**src/sv/assert_macros.svh**
```systemverilog
// ============================================================================
// assert_macros.svh
// Concurrent assertion helpers. They expect clk and rst_n in the using scope
// and compile to nothing when SYNTHESIS is defined.
// ============================================================================
`ifndef ASSERT_MACROS_SVH
`define ASSERT_MACROS_SVH
`ifndef SYNTHESIS
`define ASSERT_IMPLY(lbl, ante, cons) \
  lbl: assert property (@(posedge clk) disable iff (!rst_n) (ante) |-> (cons)) \
    else $error("implication check failed");
`define ASSERT_NEVER(lbl, expr) \
  lbl: assert property (@(posedge clk) disable iff (!rst_n) !(expr)) \
    else $error("forbidden condition seen");
`else
`define ASSERT_IMPLY(lbl, ante, cons)
`define ASSERT_NEVER(lbl, expr)
`endif
`endif

```
**src/sv/gamq_pkg.sv**
```systemverilog
// ============================================================================
// gamq_pkg
// Shared widths, codes, types and helpers of the gain-adaptive quantizer.
// ============================================================================
package gamq_pkg;

  localparam int COEF_W         = 24;
  localparam int MW_W           = 5;
  localparam int GS_W           = 2;
  localparam int CODE_W         = 16;
  localparam int FRAC_BITS      = 22;
  localparam int MAX_MANT_WIDTH = 16;
  localparam int MIN_MANT_WIDTH = 3;

  localparam int MAG_W    = COEF_W;                        // |coef|, up to 2^23
  localparam int OP_W     = COEF_W + 2;                    // 4|coef|
  localparam int PROD_W   = OP_W + MAX_MANT_WIDTH;
  localparam int SH_W     = MAG_W + MAX_MANT_WIDTH - 1;
  localparam int SMAG_W   = MAX_MANT_WIDTH + 1;
  localparam int KQ_W     = 19;
  localparam int THIRD_SH = 20;
  localparam int THIRD_RCP = (1 << THIRD_SH) / 3;
  localparam int THIRD_W  = KQ_W + THIRD_SH;
  localparam int QUO_W    = FRAC_BITS + 1;
  localparam int DIV_W    = MAX_MANT_WIDTH;
  localparam int NUM_W    = DIV_W + QUO_W - 1;

  localparam logic [GS_W-1:0] GSEL_X1   = 2'd0;
  localparam logic [GS_W-1:0] GSEL_X2   = 2'd1;
  localparam logic [GS_W-1:0] GSEL_X4   = 2'd2;
  localparam logic [GS_W-1:0] GSEL_RSVD = 2'd3;

  typedef enum logic [1:0] {
    MODE_G1,
    MODE_G2,
    MODE_G4
  } mode_t;

  typedef struct packed {
    logic             neg;
    logic [MW_W-1:0]  m;
    mode_t            mode;
  } ctl_t;

  typedef struct packed {
    logic [DIV_W-1:0] rem;
    logic [QUO_W-1:0] nq;
    logic [DIV_W-1:0] dsr;
  } div_t;

  typedef struct packed {
    logic              neg;
    logic [CODE_W-1:0] main_code;
    logic [MW_W-1:0]   main_width;
    logic [CODE_W-1:0] esc_code;
    logic [MW_W-1:0]   esc_width;
  } side_t;

  // 2^bits - 1
  function automatic logic [CODE_W-1:0] width_mask(input logic [MW_W-1:0] bits);
    logic [CODE_W:0] one_hot;
    one_hot = (CODE_W+1)'(1) << bits;
    return CODE_W'(one_hot - (CODE_W+1)'(1));
  endfunction

endpackage

```
**src/sv/gamq_front.sv**
```systemverilog
// ============================================================================
// gamq_front
// Six-stage front end: decode, scale multiply, rounding, divide by three,
// clamp and code build. Emits the reconstruction dividend and divisor.
// ============================================================================
module gamq_front (
  input  logic                               clk,
  input  logic                               rst_n,
  input  logic                               req_vld,
  input  logic signed [gamq_pkg::COEF_W-1:0] coef_value,
  input  logic [gamq_pkg::MW_W-1:0]          mant_width,
  input  logic [gamq_pkg::GS_W-1:0]          gain_select,
  output logic                               div_vld,
  output gamq_pkg::div_t                     div_req,
  output gamq_pkg::side_t                    div_side
);

  localparam int STAGES = 6;
  localparam int MW_W   = gamq_pkg::MW_W;
  localparam int MAG_W  = gamq_pkg::MAG_W;
  localparam int OP_W   = gamq_pkg::OP_W;
  localparam int PROD_W = gamq_pkg::PROD_W;
  localparam int SH_W   = gamq_pkg::SH_W;
  localparam int SMAG_W = gamq_pkg::SMAG_W;
  localparam int KQ_W   = gamq_pkg::KQ_W;
  localparam int CODE_W = gamq_pkg::CODE_W;
  localparam int NUM_W  = gamq_pkg::NUM_W;
  localparam int DIV_W  = gamq_pkg::DIV_W;
  localparam int QUO_W  = gamq_pkg::QUO_W;
  localparam int FB     = gamq_pkg::FRAC_BITS;

  logic [STAGES-1:0] vld_r;

  // stage 1: sign, magnitude, width clamp, mode
  gamq_pkg::ctl_t    s1_ctl_r, s1_ctl_nxt;
  logic [MAG_W-1:0]  s1_mag_r, s1_mag_nxt;
  logic [MAG_W-1:0]  coef_bits;

  assign coef_bits = coef_value;

  always_comb begin
    s1_ctl_nxt.neg = coef_bits[MAG_W-1];
    s1_mag_nxt     = s1_ctl_nxt.neg ? (~coef_bits) + MAG_W'(1) : coef_bits;
    priority if (mant_width < MW_W'(gamq_pkg::MIN_MANT_WIDTH)) begin
      s1_ctl_nxt.m = MW_W'(gamq_pkg::MIN_MANT_WIDTH);
    end else if (mant_width > MW_W'(gamq_pkg::MAX_MANT_WIDTH)) begin
      s1_ctl_nxt.m = MW_W'(gamq_pkg::MAX_MANT_WIDTH);
    end else begin
      s1_ctl_nxt.m = mant_width;
    end
    unique case (gain_select)
      gamq_pkg::GSEL_X2:                    s1_ctl_nxt.mode = gamq_pkg::MODE_G2;
      gamq_pkg::GSEL_X4:                    s1_ctl_nxt.mode = gamq_pkg::MODE_G4;
      gamq_pkg::GSEL_X1, gamq_pkg::GSEL_RSVD: s1_ctl_nxt.mode = gamq_pkg::MODE_G1;
    endcase
  end

  // stage 2: scale multiply, small-quantizer magnitude
  gamq_pkg::ctl_t     s2_ctl_r;
  logic [PROD_W-1:0]  s2_prod_r, s2_prod_nxt;
  logic [SMAG_W-1:0]  s2_smag_r, s2_smag_nxt;
  logic [OP_W-1:0]    s2_two_a, s2_four_a, s2_op;
  logic [OP_W-1:0]    one_op;
  logic [MW_W-1:0]    s2_j;
  logic [DIV_W-1:0]   s2_dmul;
  logic [SH_W-1:0]    s2_shift;

  assign one_op = OP_W'(1) << FB;

  always_comb begin
    s2_two_a  = OP_W'({s1_mag_r, 1'b0});
    s2_four_a = {s1_mag_r, 2'b00};
    unique case (s1_ctl_r.mode)
      gamq_pkg::MODE_G1: begin
        s2_op = OP_W'(s1_mag_r);
        s2_j  = s1_ctl_r.m;
      end
      gamq_pkg::MODE_G2: begin
        s2_op = (s2_two_a >= one_op) ? s2_two_a - one_op : '0;
        s2_j  = s1_ctl_r.m - MW_W'(1);
      end
      gamq_pkg::MODE_G4: begin
        s2_op = (s2_four_a >= one_op) ? s2_four_a - one_op : '0;
        s2_j  = s1_ctl_r.m;
      end
      default: begin
        s2_op = '0;
        s2_j  = s1_ctl_r.m;
      end
    endcase
    s2_dmul     = gamq_pkg::width_mask(s2_j);
    s2_prod_nxt = {{DIV_W{1'b0}}, s2_op} * {{OP_W{1'b0}}, s2_dmul};
    s2_shift    = SH_W'(s1_mag_r) << (s1_ctl_r.m - MW_W'(1));
    s2_smag_nxt = SMAG_W'((s2_shift + SH_W'(1 << (FB - 1))) >> FB);
  end

  // stage 3: round the product, small-range check
  gamq_pkg::ctl_t     s3_ctl_r;
  logic [KQ_W-1:0]    s3_q_r, s3_q_nxt;
  logic [SMAG_W-1:0]  s3_smag_r;
  logic               s3_small_r, s3_small_nxt;
  logic [PROD_W:0]    s3_rnd;
  logic [SMAG_W-1:0]  s3_half;

  always_comb begin
    if (s2_ctl_r.mode == gamq_pkg::MODE_G4) begin
      s3_rnd  = {1'b0, s2_prod_r} + (PROD_W+1)'(3 << FB);
      s3_half = SMAG_W'(1) << (s2_ctl_r.m - MW_W'(3));
    end else begin
      s3_rnd  = {1'b0, s2_prod_r} + (PROD_W+1)'(1 << FB);
      s3_half = SMAG_W'(1) << (s2_ctl_r.m - MW_W'(2));
    end
    s3_q_nxt     = KQ_W'(s3_rnd >> (FB + 1));
    s3_small_nxt = s2_smag_r < s3_half;
  end

  // stage 4: reciprocal multiply for the divide by three
  gamq_pkg::ctl_t                  s4_ctl_r;
  logic [gamq_pkg::THIRD_W-1:0]    s4_third_r, s4_third_nxt;
  logic [KQ_W-1:0]                 s4_q_r;
  logic [SMAG_W-1:0]               s4_smag_r;
  logic                            s4_small_r;

  assign s4_third_nxt = {{gamq_pkg::THIRD_SH{1'b0}}, s3_q_r}
                      * gamq_pkg::THIRD_W'(gamq_pkg::THIRD_RCP);

  // stage 5: quotient correction
  gamq_pkg::ctl_t     s5_ctl_r;
  logic [KQ_W-1:0]    s5_k_r, s5_k_nxt;
  logic [SMAG_W-1:0]  s5_smag_r;
  logic               s5_small_r;
  logic [KQ_W-1:0]    s5_qe, s5_rem;

  always_comb begin
    s5_qe  = KQ_W'(s4_third_r >> gamq_pkg::THIRD_SH);
    s5_rem = s4_q_r - (KQ_W'(s5_qe << 1) + s5_qe);
    if (s4_ctl_r.mode == gamq_pkg::MODE_G4) begin
      s5_k_nxt = (s5_rem >= KQ_W'(3)) ? s5_qe + KQ_W'(1) : s5_qe;
    end else begin
      s5_k_nxt = s4_q_r;
    end
  end

  // stage 6: clamp, codes, reconstruction dividend and divisor
  gamq_pkg::div_t     div_r, div_nxt;
  gamq_pkg::side_t    side_r, side_nxt;
  logic               s6_is_g4;
  logic [MW_W-1:0]    s6_sb, s6_eb;
  logic [CODE_W-1:0]  s6_lim, s6_kc, s6_kneg, s6_smag, s6_sneg;
  logic [DIV_W-1:0]   s6_dsr;
  logic [NUM_W-1:0]   s6_num;

  always_comb begin
    s6_is_g4 = (s5_ctl_r.mode == gamq_pkg::MODE_G4);
    s6_sb    = s6_is_g4 ? s5_ctl_r.m - MW_W'(2) : s5_ctl_r.m - MW_W'(1);
    s6_eb    = s6_is_g4 ? s5_ctl_r.m : s5_ctl_r.m - MW_W'(1);
    s6_lim   = (s5_ctl_r.mode == gamq_pkg::MODE_G1)
             ? gamq_pkg::width_mask(s5_ctl_r.m - MW_W'(1))
             : gamq_pkg::width_mask(s6_eb - MW_W'(1));
    s6_kc    = (s5_k_r > KQ_W'(s6_lim)) ? s6_lim : CODE_W'(s5_k_r);
    s6_kneg  = ~s6_kc + CODE_W'(1);
    s6_smag  = CODE_W'(s5_smag_r);
    s6_sneg  = ~s6_smag + CODE_W'(1);
    side_nxt     = '0;
    side_nxt.neg = s5_ctl_r.neg;
    s6_dsr       = DIV_W'(1);
    s6_num       = '0;
    unique case (s5_ctl_r.mode)
      gamq_pkg::MODE_G1: begin
        side_nxt.main_code  = (s5_ctl_r.neg ? s6_kneg : s6_kc)
                            & gamq_pkg::width_mask(s5_ctl_r.m);
        side_nxt.main_width = s5_ctl_r.m;
        s6_dsr = gamq_pkg::width_mask(s5_ctl_r.m);
        s6_num = (NUM_W'(s6_kc) << (FB + 1)) + NUM_W'(s6_dsr >> 1);
      end
      gamq_pkg::MODE_G2, gamq_pkg::MODE_G4: begin
        side_nxt.main_width = s6_sb;
        if (s5_small_r) begin
          side_nxt.main_code = (s5_ctl_r.neg ? s6_sneg : s6_smag)
                             & gamq_pkg::width_mask(s6_sb);
          s6_dsr = DIV_W'(1);
          s6_num = NUM_W'(s6_smag) << (MW_W'(QUO_W) - s5_ctl_r.m);
        end else begin
          side_nxt.main_code = CODE_W'(1) << (s6_sb - MW_W'(1));
          side_nxt.esc_code  = (s5_ctl_r.neg ? ~s6_kc : s6_kc)
                             & gamq_pkg::width_mask(s6_eb);
          side_nxt.esc_width = s6_eb;
          s6_dsr = gamq_pkg::width_mask(s6_eb);
          if (s6_is_g4) begin
            s6_num = (NUM_W'(s6_kc) << FB) + (NUM_W'(s6_kc) << (FB - 1))
                   + NUM_W'(s6_dsr >> 1) + (NUM_W'(s6_dsr) << (FB - 2));
          end else begin
            s6_num = (NUM_W'(s6_kc) << FB)
                   + NUM_W'(s6_dsr >> 1) + (NUM_W'(s6_dsr) << (FB - 1));
          end
        end
      end
      default: begin
        side_nxt.main_width = s5_ctl_r.m;
      end
    endcase
    div_nxt.rem = DIV_W'(s6_num >> QUO_W);
    div_nxt.nq  = s6_num[QUO_W-1:0];
    div_nxt.dsr = s6_dsr;
  end

  always_ff @(posedge clk) begin
    if (!rst_n) begin
      vld_r <= '0;
    end else begin
      vld_r <= {vld_r[STAGES-2:0], req_vld};
    end
  end

  always_ff @(posedge clk) begin
    s1_ctl_r   <= s1_ctl_nxt;
    s1_mag_r   <= s1_mag_nxt;
    s2_ctl_r   <= s1_ctl_r;
    s2_prod_r  <= s2_prod_nxt;
    s2_smag_r  <= s2_smag_nxt;
    s3_ctl_r   <= s2_ctl_r;
    s3_q_r     <= s3_q_nxt;
    s3_smag_r  <= s2_smag_r;
    s3_small_r <= s3_small_nxt;
    s4_ctl_r   <= s3_ctl_r;
    s4_third_r <= s4_third_nxt;
    s4_q_r     <= s3_q_r;
    s4_smag_r  <= s3_smag_r;
    s4_small_r <= s3_small_r;
    s5_ctl_r   <= s4_ctl_r;
    s5_k_r     <= s5_k_nxt;
    s5_smag_r  <= s4_smag_r;
    s5_small_r <= s4_small_r;
    div_r      <= div_nxt;
    side_r     <= side_nxt;
  end

  assign div_vld  = vld_r[STAGES-1];
  assign div_req  = div_r;
  assign div_side = side_r;

endmodule

```
**src/sv/gamq_div.sv**
```systemverilog
// ============================================================================
// gamq_div
// Pipelined restoring divider, one quotient bit per stage, with the item's
// code fields riding alongside.
// ============================================================================
module gamq_div (
  input  logic                              clk,
  input  logic                              rst_n,
  input  logic                              in_vld,
  input  gamq_pkg::div_t                    in_req,
  input  gamq_pkg::side_t                   in_side,
  output logic                              out_vld,
  output logic [gamq_pkg::QUO_W-1:0]        out_quo,
  output gamq_pkg::side_t                   out_side
);

  localparam int QUO_W = gamq_pkg::QUO_W;
  localparam int DIV_W = gamq_pkg::DIV_W;

  logic [QUO_W-1:0] vld_r;
  gamq_pkg::div_t   stg_r   [QUO_W];
  gamq_pkg::div_t   stg_nxt [QUO_W];
  gamq_pkg::side_t  side_r  [QUO_W];

  for (genvar gi = 0; gi < QUO_W; gi++) begin : g_stage
    gamq_pkg::div_t   src;
    logic [DIV_W:0]   trial;
    logic             take;

    if (gi == 0) begin : g_first
      assign src = in_req;
    end else begin : g_rest
      assign src = stg_r[gi-1];
    end

    assign trial = {src.rem, src.nq[QUO_W-1]};
    assign take  = trial >= {1'b0, src.dsr};
    assign stg_nxt[gi].rem = take ? DIV_W'(trial - {1'b0, src.dsr}) : DIV_W'(trial);
    assign stg_nxt[gi].nq  = {src.nq[QUO_W-2:0], take};
    assign stg_nxt[gi].dsr = src.dsr;
  end

  always_ff @(posedge clk) begin
    if (!rst_n) begin
      vld_r <= '0;
    end else begin
      vld_r <= {vld_r[QUO_W-2:0], in_vld};
    end
  end

  always_ff @(posedge clk) begin
    side_r[0] <= in_side;
    for (int i = 0; i < QUO_W; i++) begin
      stg_r[i] <= stg_nxt[i];
    end
    for (int i = 1; i < QUO_W; i++) begin
      side_r[i] <= side_r[i-1];
    end
  end

  assign out_vld  = vld_r[QUO_W-1];
  assign out_quo  = stg_r[QUO_W-1].nq;
  assign out_side = side_r[QUO_W-1];

endmodule

```
**src/sv/gain_adaptive_mantissa_quantizer_top.sv**
```systemverilog
// ============================================================================
// gain_adaptive_mantissa_quantizer_top
// Quantizes one Q2.22 coefficient per request under a mantissa width and a
// gain of 1, 2 or 4, with tag plus escape codeword on small-quantizer overflow.
//
// Usage:
//   A request is taken at a rising edge where start is high and busy is low.
//   busy is high only while rst_n is low; otherwise a request can be taken
//   at every clock.
//   Each request yields exactly one result, in request order. out_valid goes
//   high once the request has passed the registers listed below, and the
//   result is taken at a rising edge where out_valid is high.
//   Throughput is one request per cycle: 6 front stages (decode, multiply,
//   round, divide by three over two stages, code build), 23 divider stages
//   producing one reconstruction bit each, and one output register.
//   The receiver cannot stall; results are not held.
//   Reset (synchronous, active low) drops every request in flight.
// ============================================================================
`include "assert_macros.svh"

module gain_adaptive_mantissa_quantizer_top (
  input  logic                                clk,
  input  logic                                rst_n,
  input  logic                                start,
  output logic                                busy,
  input  logic signed [gamq_pkg::COEF_W-1:0]  in_coef_value,
  input  logic [gamq_pkg::MW_W-1:0]           in_mant_width,
  input  logic [gamq_pkg::GS_W-1:0]           in_gain_select,
  output logic                                out_valid,
  output logic [gamq_pkg::CODE_W-1:0]         out_main_code,
  output logic [gamq_pkg::MW_W-1:0]           out_main_width,
  output logic [gamq_pkg::CODE_W-1:0]         out_escape_code,
  output logic [gamq_pkg::MW_W-1:0]           out_escape_width,
  output logic signed [gamq_pkg::COEF_W-1:0]  out_recon_value
);

  localparam int COEF_W = gamq_pkg::COEF_W;

  logic                          div_vld;
  gamq_pkg::div_t                div_req;
  gamq_pkg::side_t               div_side;
  logic                          quo_vld;
  logic [gamq_pkg::QUO_W-1:0]    quo;
  gamq_pkg::side_t               quo_side;

  logic                          out_vld_r;
  gamq_pkg::side_t               out_side_r;
  logic [COEF_W-1:0]             out_recon_r, out_recon_nxt;

  assign busy = ~rst_n;

  gamq_front u_front (
    .clk         (clk),
    .rst_n       (rst_n),
    .req_vld     (start & ~busy),
    .coef_value  (in_coef_value),
    .mant_width  (in_mant_width),
    .gain_select (in_gain_select),
    .div_vld     (div_vld),
    .div_req     (div_req),
    .div_side    (div_side)
  );

  gamq_div u_div (
    .clk      (clk),
    .rst_n    (rst_n),
    .in_vld   (div_vld),
    .in_req   (div_req),
    .in_side  (div_side),
    .out_vld  (quo_vld),
    .out_quo  (quo),
    .out_side (quo_side)
  );

  assign out_recon_nxt = quo_side.neg ? (~{1'b0, quo}) + COEF_W'(1) : {1'b0, quo};

  always_ff @(posedge clk) begin
    if (!rst_n) begin
      out_vld_r <= 1'b0;
    end else begin
      out_vld_r <= quo_vld;
    end
  end

  always_ff @(posedge clk) begin
    out_side_r  <= quo_side;
    out_recon_r <= out_recon_nxt;
  end

  assign out_valid        = out_vld_r;
  assign out_main_code    = out_side_r.main_code;
  assign out_main_width   = out_side_r.main_width;
  assign out_escape_code  = out_side_r.esc_code;
  assign out_escape_width = out_side_r.esc_width;
  assign out_recon_value  = out_recon_r;

  `ASSERT_IMPLY(a_esc_width_pair, out_valid && (out_escape_width != 5'd0), (out_escape_width == out_main_width) || (out_escape_width == out_main_width + 5'd2))
  `ASSERT_IMPLY(a_esc_unused_zero, out_valid && (out_escape_width == 5'd0), out_escape_code == 16'd0)
  `ASSERT_IMPLY(a_tag_code, out_valid && (out_escape_width != 5'd0), out_main_code == (16'd1 << (out_main_width - 5'd1)))
  `ASSERT_IMPLY(a_main_fits, out_valid, (out_main_code >> out_main_width) == 16'd0)
  `ASSERT_NEVER(a_recon_range, out_valid && ((out_recon_value > 24'sd4194304) || (out_recon_value < -24'sd4194304)))

endmodule
```
**config.mk**
```make
export PLATFORM = sky130hd
export DESIGN_NAME = gain_adaptive_mantissa_quantizer_top
export DESIGN_NICKNAME = d
export VERILOG_FILES = /design/src/sv/gamq_pkg.sv /design/src/sv/gamq_front.sv /design/src/sv/gamq_div.sv /design/src/sv/gain_adaptive_mantissa_quantizer_top.sv
export VERILOG_INCLUDE_DIRS = /design/src /design/src/sv
export SDC_FILE = /design/constraint.sdc
export NUM_CORES = 2
export LEC_CHECK = 0
export BUFFER_PORTS_ARGS = -buffer_cell sky130_fd_sc_hd__clkbuf_2
export CORE_MARGIN = 3
export CORE_UTILIZATION = 55
export CTS_CLUSTER_DIAMETER = 50
export DETAILED_ROUTE_END_ITERATION = 10
export PLACE_DENSITY = 0.85
export SYNTH_ARGS = -nofsm -noshare
export SYNTH_HDL_FRONTEND = slang
export SYNTH_SLANG_ARGS = --single-unit
export TNS_END_PERCENT = 5
```
**constraint.sdc**
```tcl
create_clock -name clk -period 11.55 [get_ports clk]
set_clock_uncertainty 0.15 [all_clocks]
set_input_delay 1.155 -clock clk [delete_from_list [all_inputs] [get_ports clk]]
set_output_delay 1.155 -clock clk [all_outputs]
set_load 0.01 [all_outputs]
```
==> impl_metrics.py <==
metrics = {
    "run_status": {
        "outcome": "finished, final reports clean",
    },
    "clocking": {
        "clock_path_buffers": 4,
        "clk_pin_slew_worst_paths_ns": 0.06,
        "clkSinkCount": 2642,
        "cts_max_level": 5,
        "insertion_delay_ns": 0.88,
        "cts_root_buf": "clkbuf_16",
        "cts_tree": "done",
        "cts_made_buffers": 275,
    },
    "layout": {
        "layout-drive-gt1-share": 0.100,
        "final_nets": 11309,
        "syn2layout_area_growth_pct": 12.2,
        "fill_cells": 13813,
        "multi_input_area_mm2": 0.0457,
        "register_area_mm2": 0.0529,
    },
    "timing": {
        "max_freq_mhz": 92.3,
        "min_period_ns": 10.83,
        "postLayoutSetupSlackWorst_ns": 0.719,
        "hold_viol": 0,
        "worst_slew_pin_slew_ns": 1.26,
        "fin_tns_setup_ns": 0,
        "relSlewSlack": 0.157,
        "setup_viol": 0,
        "slew_viol_final": 0,
        "finalCritPeriodShare": 0.938,
        "rsz0062_at_grt": "no",
    },
    "critical_path": {
        "r2r_cells": 39,
        "worstPathRequired_ns": 12.21,
        "arrival_ns": 11.49,
        "cpMaxStageDelayCell": "fa_1",
        "start_kind": "register",
        "cpMostUsedCell": "fa_1",
        "cp_max_fo": 31,
        "critical_path.max_stage_delay_ns": 0.56,
        "path_class": "register to register",
        "endpoint_kind": "register",
    },
    "synth": {
        "synth_seq_cells": 2642,
        "yosys-top-cells-area": "dfxtp_1, fa_1, ha_1, inv_1, mux2_2",
        "yosysWarnings": 0,
        "synth_nets": 11028,
        "ys_types": 109,
        "synth.most_common_cell": "dfxtp_1",
        "ys_async_sr_fraction": 0,
        "synth_largest_area_cell": "dfxtp_1",
        "synthesis.area_mm2": 0.105,
        "yosysTopAreaCellShare": 0.506,
        "ys_seq_area_frac": 0.506,
        "avgSynthCellArea_um2": 10.7,
        "ys.flop_type": "dfxtp_1",
        "synth-edff-count": 0,
        "syn_inst": 9731,
        "synthTopCellsByCount": "dfxtp_1, inv_1, nand2_1",
    },
    "global_routing": {
        "grt_pass1_vias": 70932,
        "overflow": 0,
        "antenna_found_initial": 9,
        "grt_max_degree": 60,
        "grt_pass1_wl_mm": 385,
        "grt_usage": 0.247,
    },
    "die": {
        "die-area_mm2": 0.195,
        "ios": 102,
        "die_x_um": 442,
        "rows": 159,
        "fp.dieH_um": 442,
        "core_mm2": 0.188,
        "start_util": 0.555,
    },
    "detailed_routing": {
        "dr.pass1.iters": 8,
        "drtIter0Drc": 4920,
        "num_vias": 67924,
        "wl_mm": 244,
        "wl_per_cell_um": 19.2,
        "drc": 0,
        "ant_nets": 0,
        "viasPerCell": 5.35,
    },
    "run": {
        "maxCapViolCount": 0,
    },
    "placement": {
        "port_buffers": 101,
        "place.detailed.hpwl_mm": 172,
        "place_congestion": 0.964,
        "pre_cts_ws_ns": 0.750,
    },
    "min_path": {
        "hold_depth": 0,
        "min_path_type": "register to register",
    },
}
==> layer usage <==
metal / wire length (um) / track usage
met5: 13 / 0
met4: 9490 / 0.0982
met3: 15400 / 0.0444
met2: 116000 / 0.416
met1: 103000 / 0.314
==> path summary, 6_finish.rpt <==
| kind | start | endpoint | slack, ns |
|---|---|---|---|
| worst max-delay path | u_front.s1_ctl_r[2]$_SDFF_PP1_ | u_front.s2_prod_r[41]$_DFF_P_ | 0.72 |
| worst min-delay path | u_front.s3_smag_r[9]$_DFF_P_ | u_front.s4_smag_r[9]$_DFF_P_ | 0.13 |
| worst max register to register | u_front.s1_ctl_r[2]$_SDFF_PP1_ | u_front.s2_prod_r[41]$_DFF_P_ | 0.72 |
| worst min register to register | u_front.s3_smag_r[9]$_DFF_P_ | u_front.s4_smag_r[9]$_DFF_P_ | 0.13 |
==> cell type report <==
| type | count | share of cell area |
|---|---|---|
| inverters | 1368 | 0.0438 |
| multi-input cells | 5508 | 0.390 |
| flip-flops and latches | 2642 | 0.451 |
| repair buffers | 217 | 0.0118 |
| clock buffers | 367 | 0.0659 |
| clock inverters | 99 | 0.0114 |
| well taps | 2495 | 0.0266 |
| diodes | 3 | 0.0000640 |
==> kinds of logic (layout without fill, tap and decap cells) <==
group,Yosys count,in the layout,synth area share
flip-flops,2642,2642,0.506
AND/OR/NAND/NOR,2144,2144,0.0932
multiplexers,406,406,0.0444
AO/OA/AOI/OAI,1295,1295,0.0789
adder cells (fa/ha/maj),1267,1267,0.187
other,0,3,0
buffers and inverters,1581,2051,0.0572
XOR/XNOR,396,396,0.0333
==> cell usage in the layout, fill, tap and decap left out, types with 69 or more instances in the layout <==
| cell type | n |
|---|---|
| a21boi_0 | 167 |
| a21o_1 | 75 |
| a21oi_1 | 261 |
| and2_1 | 79 |
| buf_4 | 115 |
| clkbuf_16 | 280 |
| clkbuf_2 | 101 |
| dfxtp_1 | 2641 |
| fa_1 | 498 |
| ha_1 | 763 |
| inv_1 | 1364 |
| mux2_2 | 304 |
| mux2i_1 | 83 |
| nand2_1 | 784 |
| nand2b_1 | 78 |
| nand3_1 | 69 |
| nand4_1 | 111 |
| nor2_1 | 691 |
| nor2b_1 | 99 |
| nor3_1 | 85 |
| o21ai_0 | 415 |
| xnor2_1 | 291 |
| xor2_1 | 103 |
==> what timing repair did <==
item	in CTS	in global routing
gates resized for setup	0	8
hold buffers	0	0
buffers inserted	0	5
endpoints found under the setup margin	0	3
==> flip-flops by register name, summed over array words and instances, names as in the netlist, 18 cells and up <==
register and cells:
u_div.stg_r 1233, u_div.side_r 989, u_front.div_req 54, u_front.div_side 43, out_recon_value 24, u_front.s1_mag_r 24, u_div.vld_r 23, u_front.s2_prod_r 20
u_front.s3_q_r 19, u_front.s4_q_r 19, u_front.s5_k_r 19, u_front.s4_third_r 18
==> metrics by stage <==
stage / util / hold slack [ns] / instance area [um2] / std cells
detailed placement: 0.574 / 0.162 / 108000 / 12225
finish: 0.623 / 0.126 / 117000 / 12699
floorplan: - / 0.160 / 105000 / 9731
global placement: 0.574 / 0.160 / 108000 / 12225
global route: 0.623 / 0.135 / 117000 / 12697
CTS: 0.623 / 0.122 / 117000 / 12691
==> worst max-delay path: cells and delay by family (launching register included) <==
kind            cells  cell delay, ns
buf+inv             6            0.94
simple gates       12            2.17
compound gates     11            2.68
fa+ha+maj           8            3.85
flops               1            0.32
xor+xnor            2            0.64
Power is not shown: default switching activity piles up to over one toggle a cycle in this logic, so the estimate is an artifact.
